File: src/hw/rtl/lse_pkg.sv
package lse_pkg;

  localparam int unsigned CfgIdxW = 4;

  localparam logic [CfgIdxW-1:0] CfgMode      = 4'd0;
  localparam logic [CfgIdxW-1:0] CfgDirection = 4'd1;
  localparam logic [CfgIdxW-1:0] CfgWhiteMin  = 4'd2;
  localparam logic [CfgIdxW-1:0] CfgHeaderLen = 4'd3;

  localparam logic [1:0] ModeLsb1 = 2'd0;
  localparam logic [1:0] ModeLsb4 = 2'd1;
  localparam logic [1:0] ModeLsbe = 2'd2;

  localparam logic DirHide    = 1'b0;
  localparam logic DirRecover = 1'b1;

  localparam logic [7:0] WhiteMinReset  = 8'd254;
  localparam logic [7:0] HeaderLenReset = 8'd54;

  localparam logic [7:0] HighNibbleMask = 8'hF0;
  localparam logic [7:0] LowNibbleMask  = 8'h0F;
  localparam logic [7:0] ClearLsbMask   = 8'hFE;

  typedef struct packed {
    logic [7:0] carrier_byte;
    logic [7:0] secret_byte;
    logic       payload_active;
    logic       file_start;
  } in_item_t;

  typedef struct packed {
    logic [7:0] out_byte;
    logic       slot_used;
    logic       byte_done;
    logic [7:0] recovered_byte;
  } out_item_t;

  typedef struct packed {
    logic [1:0] mode;
    logic       direction;
    logic [7:0] white_min;
    logic [7:0] header_len;
  } cfg_t;

endpackage

File: src/hw/rtl/lsb_stego_embed_extract_top.sv
// lsb steganography embed / extract engine, one carrier byte per item.
// input channel: in_valid_i / in_stall_o with in_item_i (carrier byte, secret
// byte, payload flag, file start flag). output channel: out_valid_o /
// out_stall_i with out_item_o (carrier after embedding, slot flag, byte done
// flag, recovered byte). an item moves when valid is high and stall is low.
// configuration: cfg_valid_i / cfg_ready_o with a register index and data;
// ready is always high, writes are meant for when the block is idle.
// an accepted item passes the input register, then the result register,
// before it is on out_valid_o. throughput: one item per cycle while the
// receiver does not stall, set by the single combinational pass between
// the two registers that also updates the header, slot and gather
// counters.
// when the receiver stalls, the result register holds; the input register
// fills and then in_stall_o rises the same cycle, so no item is lost.
// reset clears both pipeline valids, loads mode 0, hide direction,
// white_min 254, header_len 54 and a header count of 54 into the counters.
module lsb_stego_embed_extract_top
  import lse_pkg::*;
(
  input  logic               clk_i,
  input  logic               rst_ni,
  input  logic               in_valid_i,
  output logic               in_stall_o,
  input  in_item_t           in_item_i,
  output logic               out_valid_o,
  input  logic               out_stall_i,
  output out_item_t          out_item_o,
  input  logic               cfg_valid_i,
  output logic               cfg_ready_o,
  input  logic [CfgIdxW-1:0] cfg_index_i,
  input  logic [7:0]         cfg_data_i
);

  cfg_t      cfg;
  in_item_t  in_q;
  logic      in_vld_q;
  out_item_t res_q, res;
  logic      res_vld_q;
  logic      res_ready, in_ready, step;

  lse_cfg_regs u_cfg (
    .clk_i       (clk_i),
    .rst_ni      (rst_ni),
    .cfg_valid_i (cfg_valid_i),
    .cfg_ready_o (cfg_ready_o),
    .cfg_index_i (cfg_index_i),
    .cfg_data_i  (cfg_data_i),
    .cfg_o       (cfg)
  );

  assign res_ready = !res_vld_q || !out_stall_i;
  assign step      = in_vld_q && res_ready;
  assign in_ready  = !in_vld_q || res_ready;
  assign in_stall_o = !in_ready;

  lse_core u_core (
    .clk_i    (clk_i),
    .rst_ni   (rst_ni),
    .cfg_i    (cfg),
    .step_i   (step),
    .item_i   (in_q),
    .result_o (res)
  );

  always_ff @(posedge clk_i or negedge rst_ni) begin
    if (!rst_ni) begin
      in_vld_q  <= 1'b0;
      res_vld_q <= 1'b0;
    end else begin
      if (in_ready) begin
        in_vld_q <= in_valid_i;
      end
      if (res_ready) begin
        res_vld_q <= in_vld_q;
      end
    end
  end

  // payload registers, no reset
  always_ff @(posedge clk_i) begin
    if (in_ready && in_valid_i) begin
      in_q <= in_item_i;
    end
    if (step) begin
      res_q <= res;
    end
  end

  assign out_valid_o = res_vld_q;
  assign out_item_o  = res_q;

endmodule

File: src/hw/rtl/lse_cfg_regs.sv
module lse_cfg_regs
  import lse_pkg::*;
(
  input  logic               clk_i,
  input  logic               rst_ni,
  input  logic               cfg_valid_i,
  output logic               cfg_ready_o,
  input  logic [CfgIdxW-1:0] cfg_index_i,
  input  logic [7:0]         cfg_data_i,
  output cfg_t               cfg_o
);

  cfg_t cfg_q, cfg_d;

  assign cfg_ready_o = 1'b1;
  assign cfg_o       = cfg_q;

  always_comb begin
    cfg_d = cfg_q;
    if (cfg_valid_i) begin
      case (cfg_index_i)
        CfgMode:      cfg_d.mode       = cfg_data_i[1:0];
        CfgDirection: cfg_d.direction  = cfg_data_i[0];
        CfgWhiteMin:  cfg_d.white_min  = cfg_data_i;
        CfgHeaderLen: cfg_d.header_len = cfg_data_i;
        default:      cfg_d = cfg_q;
      endcase
    end
  end

  always_ff @(posedge clk_i or negedge rst_ni) begin
    if (!rst_ni) begin
      cfg_q.mode       <= ModeLsb1;
      cfg_q.direction  <= DirHide;
      cfg_q.white_min  <= WhiteMinReset;
      cfg_q.header_len <= HeaderLenReset;
    end else begin
      cfg_q <= cfg_d;
    end
  end

endmodule

File: src/hw/rtl/lse_core.sv
module lse_core
  import lse_pkg::*;
(
  input  logic      clk_i,
  input  logic      rst_ni,
  input  cfg_t      cfg_i,
  input  logic      step_i,
  input  in_item_t  item_i,
  output out_item_t result_o
);

  logic [7:0] header_left_q, header_left_d;
  logic [2:0] slot_q, slot_d;
  logic [7:0] acc_q, acc_d;

  logic [7:0] hl, acc;
  logic [2:0] slot;
  logic       nibble_mode, take, done;
  logic [3:0] nib;
  logic       sbit;

  always_comb begin
    // file start reloads the header count and restarts the slot sequence
    hl   = item_i.file_start ? cfg_i.header_len : header_left_q;
    slot = item_i.file_start ? 3'd0 : slot_q;
    acc  = item_i.file_start ? 8'd0 : acc_q;

    nibble_mode = (cfg_i.mode == ModeLsb4);
    take = nibble_mode || (cfg_i.mode == ModeLsb1) ||
           (item_i.carrier_byte >= cfg_i.white_min);
    nib  = slot[0] ? item_i.secret_byte[3:0] : item_i.secret_byte[7:4];
    sbit = item_i.secret_byte[3'd7 - slot];

    header_left_d = hl;
    slot_d        = slot;
    acc_d         = acc;
    done          = 1'b0;

    result_o.out_byte       = item_i.carrier_byte;
    result_o.slot_used      = 1'b0;
    result_o.byte_done      = 1'b0;
    result_o.recovered_byte = 8'd0;

    if (hl != 8'd0) begin
      header_left_d = hl - 8'd1;
    end else if (item_i.payload_active && take) begin
      result_o.slot_used = 1'b1;
      if (nibble_mode) begin
        if (cfg_i.direction == DirHide) begin
          result_o.out_byte = (item_i.carrier_byte & HighNibbleMask) | {4'd0, nib};
        end else begin
          acc_d = {acc[3:0], 4'd0} | (item_i.carrier_byte & LowNibbleMask);
        end
        done   = slot[0];
        slot_d = slot[0] ? 3'd0 : 3'd1;
      end else begin
        if (cfg_i.direction == DirHide) begin
          result_o.out_byte = (item_i.carrier_byte & ClearLsbMask) | {7'd0, sbit};
        end else begin
          acc_d = {acc[6:0], item_i.carrier_byte[0]};
        end
        done   = (slot == 3'd7);
        slot_d = slot + 3'd1;
      end
      result_o.byte_done = done;
      if (done) begin
        if (cfg_i.direction == DirRecover) begin
          result_o.recovered_byte = acc_d;
        end
        acc_d = 8'd0;
      end
    end
  end

  always_ff @(posedge clk_i or negedge rst_ni) begin
    if (!rst_ni) begin
      header_left_q <= HeaderLenReset;
      slot_q        <= 3'd0;
      acc_q         <= 8'd0;
    end else if (step_i) begin
      header_left_q <= header_left_d;
      slot_q        <= slot_d;
      acc_q         <= acc_d;
    end
  end

endmodule

File: config.mk
export PLATFORM = sky130hd
export DESIGN_NAME = lsb_stego_embed_extract_top
export DESIGN_NICKNAME = d
export VERILOG_FILES = /design/src/hw/rtl/lse_pkg.sv /design/src/hw/rtl/lsb_stego_embed_extract_top.sv /design/src/hw/rtl/lse_cfg_regs.sv /design/src/hw/rtl/lse_core.sv
export SDC_FILE = /design/constraint.sdc
export NUM_CORES = 1
export LEC_CHECK = 0
export BUFFER_PORTS_ARGS = -buffer_cell sky130_fd_sc_hd__buf_2
export CELL_PAD_IN_SITES_DETAIL_PLACEMENT = 2
export CELL_PAD_IN_SITES_GLOBAL_PLACEMENT = 2
export CORE_ASPECT_RATIO = 1.25
export CORE_MARGIN = 1
export CORE_UTILIZATION = 35
export CTS_CLUSTER_DIAMETER = 30
export CTS_CLUSTER_SIZE = 40
export DETAILED_ROUTE_END_ITERATION = 10
export GPL_ROUTABILITY_DRIVEN = 0
export PLACE_DENSITY_LB_ADDON = 0.15
export SLEW_MARGIN = 40
export SYNTH_ARGS = -nofsm -noshare
export SYNTH_HDL_FRONTEND = slang
export SYNTH_SLANG_ARGS = --single-unit
File: constraint.sdc
create_clock -name clk_i -period 7.5 [get_ports clk_i]
set_clock_uncertainty 0.05 [all_clocks]
set_input_delay 1.5 -clock clk_i [delete_from_list [all_inputs] [get_ports clk_i]]
set_output_delay 1.5 -clock clk_i [all_outputs]
set_load 0.03 [all_outputs]
==> impl_metrics.toml <==
[worst_hold_path]
hold_class = "flop to flop"
worstHoldStart = "in_q[15]$_DFFE_PP_"

[worst_setup_path]
r2r_start = "in_q[0]$_DFFE_PP_"
required_ns = 5.95
crit_path_start = "out_stall_i"
path_max_fanout = 3
worstPathArrival_ns = 1.95
criticalPathCategory = "input pin to primary output"
critPathCaptureType = "primary output"
start_kind = "input pin"

[clock_network]
cts_sinks = 75
hold_buffers = 0
clkTransAtPathRegs_ns = 0.06
ctsResizeCount = 0
tritoncts = "yes"
htreeDepth = 3
cts_max_path_buffers = 2
numCtsBuffers = 9
post_cts_buffers = 0
ctsRootBufferMaster = "clkbuf_16"
clkLatencyLatePin_ns = 0.33

[global_routing]
gr-total-overflow = 0
first_global_vias = 2968
grt_pass1_wl_um = 15500
grt_max_degree = 40
grtUsageTotal_pct = 19.3
grt_antenna_before_repair = 0

[synthesis]
synth.avg_cell_area_sq_um = 11.3
synth_seq_cells = 75
syn_nets = 367
yosysTopAreaCellShare_pct = 29.8
syn_inst = 321
yosys_warnings = 0
synth.yosys.seq_area_share_pct = 57.3
synth_flop_cell = "edfxtp_1"
yosys.cell_types.count = 48
synth_edf_count = 36
ys_async_sr_fraction_pct = 52.0
synth_most_common_cell = "nand2_1"
synthTopCellsByCount = "nand2_1, edfxtp_1, dfrtp_1"
syn_area_sq_um = 3620
synth_top_cell_by_area = "edfxtp_1"
netlist_top_cells_area = "edfxtp_1, dfrtp_1, dfstp_2"

[layout]
diodes = 0
finalNetCount = 421
instances_no_fill = 509
area_growth_syn_to_layout_pct = 18.9
drive_above_1_share_pct = 29.5

[drt]
avgViaCountPerCell = 5.26
wl_per_cell_um = 18.8
ant_nets = 0
drc = 0
dr.pass1.iters = 4
first_iter_violations = 67
wl_um = 9560
vias = 2675

[timing]
maxClockFrequency_ghz = 0.286
drv_slew = 0
final-hold-violation-count = 0
finalSetupTns_ns = 0
worst_slew_pin_slew_ns = 0.757
period_minus_slack_ns = 3.50
rsz0062_at_grt = "false"
setup_viol = 0
timing.slew.headroom_pct = 49.0
finalCritPeriodShare_pct = 46.6

[die]
die_area_sq_um = 10800
die_w_um = 93.0
start_util_pct = 35.9
core_sq_um = 10100
chipHeight_um = 116
io_pins = 56
std_cell_rows = 41

[place]
dpl.hpwl_um = 6850
dp.cells = 493
numPortBuffers = 54

[power]
p_per_area_nw_per_um2 = 295
total_power_mw = 1.27
ir_drop_mv = 0.110
power_leakage_nw = 1.78

[run]
max-cap-violations = 0

[run_status]
status = "completed"
## where the power goes
part	leakage (nW)	internal, mW	switching [mW]
clock network	0.143	0.263	0.164
registers	0.812	0.514	0.0587
logic	0.827	0.108	0.161
total	1.78	0.885	0.385
## worst max-delay path, cell delays in order
cell and delay [ns]:
buf_2 0.09, nand3_1 0.10, inv_1 0.07, buf_2 0.19
## layout make-up
| type | count | area (sq um) |
|---|---|---|
| multi-input cells | 217 | 1430 |
| clock buffers | 10 | 239 |
| fillers | 1093 | 5800 |
| clock inverters | 6 | 55.1 |
| well taps | 129 | 161 |
| repair buffers | 55 | 284 |
| flip-flops and latches | 75 | 2080 |
| inverters | 17 | 63.8 |
## cell usage in the layout (no fill, tap or decap), types with 2 or more instances in the layout
master,instances
edfxtp_1,36
xor2_1,3
xnor2_1,3
nor2_1,20
o21ai_0,20
clkinv_2,2
buf_2,53
dfstp_2,15
a32o_1,2
nand3_1,7
nand2_1,50
a22oi_1,2
o31ai_1,2
mux2i_1,7
a31oi_1,2
ha_1,11
o211ai_1,5
nand2b_1,5
nor2b_1,6
a21oi_1,6
a21o_1,3
and3_1,5
dfrtp_1,24
inv_1,15
clkbuf_16,9
nor3_1,7
nor3b_1,5
clkinv_1,3
mux2_2,18
a211oi_1,3
o22ai_1,7
## sequential cells by signal, indices dropped and copies added (netlist names)
name                  flops
out_item_o               18
in_vld_q                  1
u_core.acc_q              7
u_core.header_left_q      8
u_cfg.cfg_o              19
u_core.slot_q             3
in_q                     18
out_valid_o               1
## layer usage
layer	up-vias	track usage [%]	wire (um)
met5	-	0	0
met4	0	6.97	121
met3	9	4.07	278
met2	49	35.5	5220
met1	1353	21.8	3940
li1	1264	-	-
## cell families after synthesis
logic type / count (synthesis) / share of synthesized area, %
AOI/OAI and AO/OA: 61 / 11.2
xor gates and xnor gates: 6 / 1.45
adders and majority gates: 11 / 3.80
buffers and inverters: 29 / 3.56
DFF: 75 / 57.3
muxes: 27 / 8.22
other: 1 / 0.103
and+or+nand+nor: 111 / 14.4
## through the flow
stage | utilization, % | hold slack (ns) | worst slack (ns) | area [sq um]
after floorplan | - | 0.381 | 4.15 | 3620
after global placement | 39.5 | 0.404 | 3.53 | 3990
final | 42.6 | 0.411 | 4.00 | 4310
after global routing | 42.6 | 0.421 | 3.93 | 4310
after detailed placement | 39.7 | 0.403 | 3.79 | 4010
after CTS | 42.6 | 0.418 | 3.99 | 4310
## path summary, 6_finish.rpt
check / to / cells after the start / slack [ns]
worst min register to register: out_item_o[15]$_DFFE_PP_ / 0 / 0.41
min in group asynchronous: in_vld_q$_DFFE_PN0N_ / 1 / 1.09
worst max-delay path: in_stall_o / 4 / 4.00
worst min-delay path: out_item_o[15]$_DFFE_PP_ / 0 / 0.41
max in group asynchronous: u_core.header_left_q[4]$_DFFE_PN1P_ / 1 / 5.93
worst max register to register: out_item_o[13]$_DFFE_PP_ / 7 / 4.10
(Power assumes the default switching activity.)
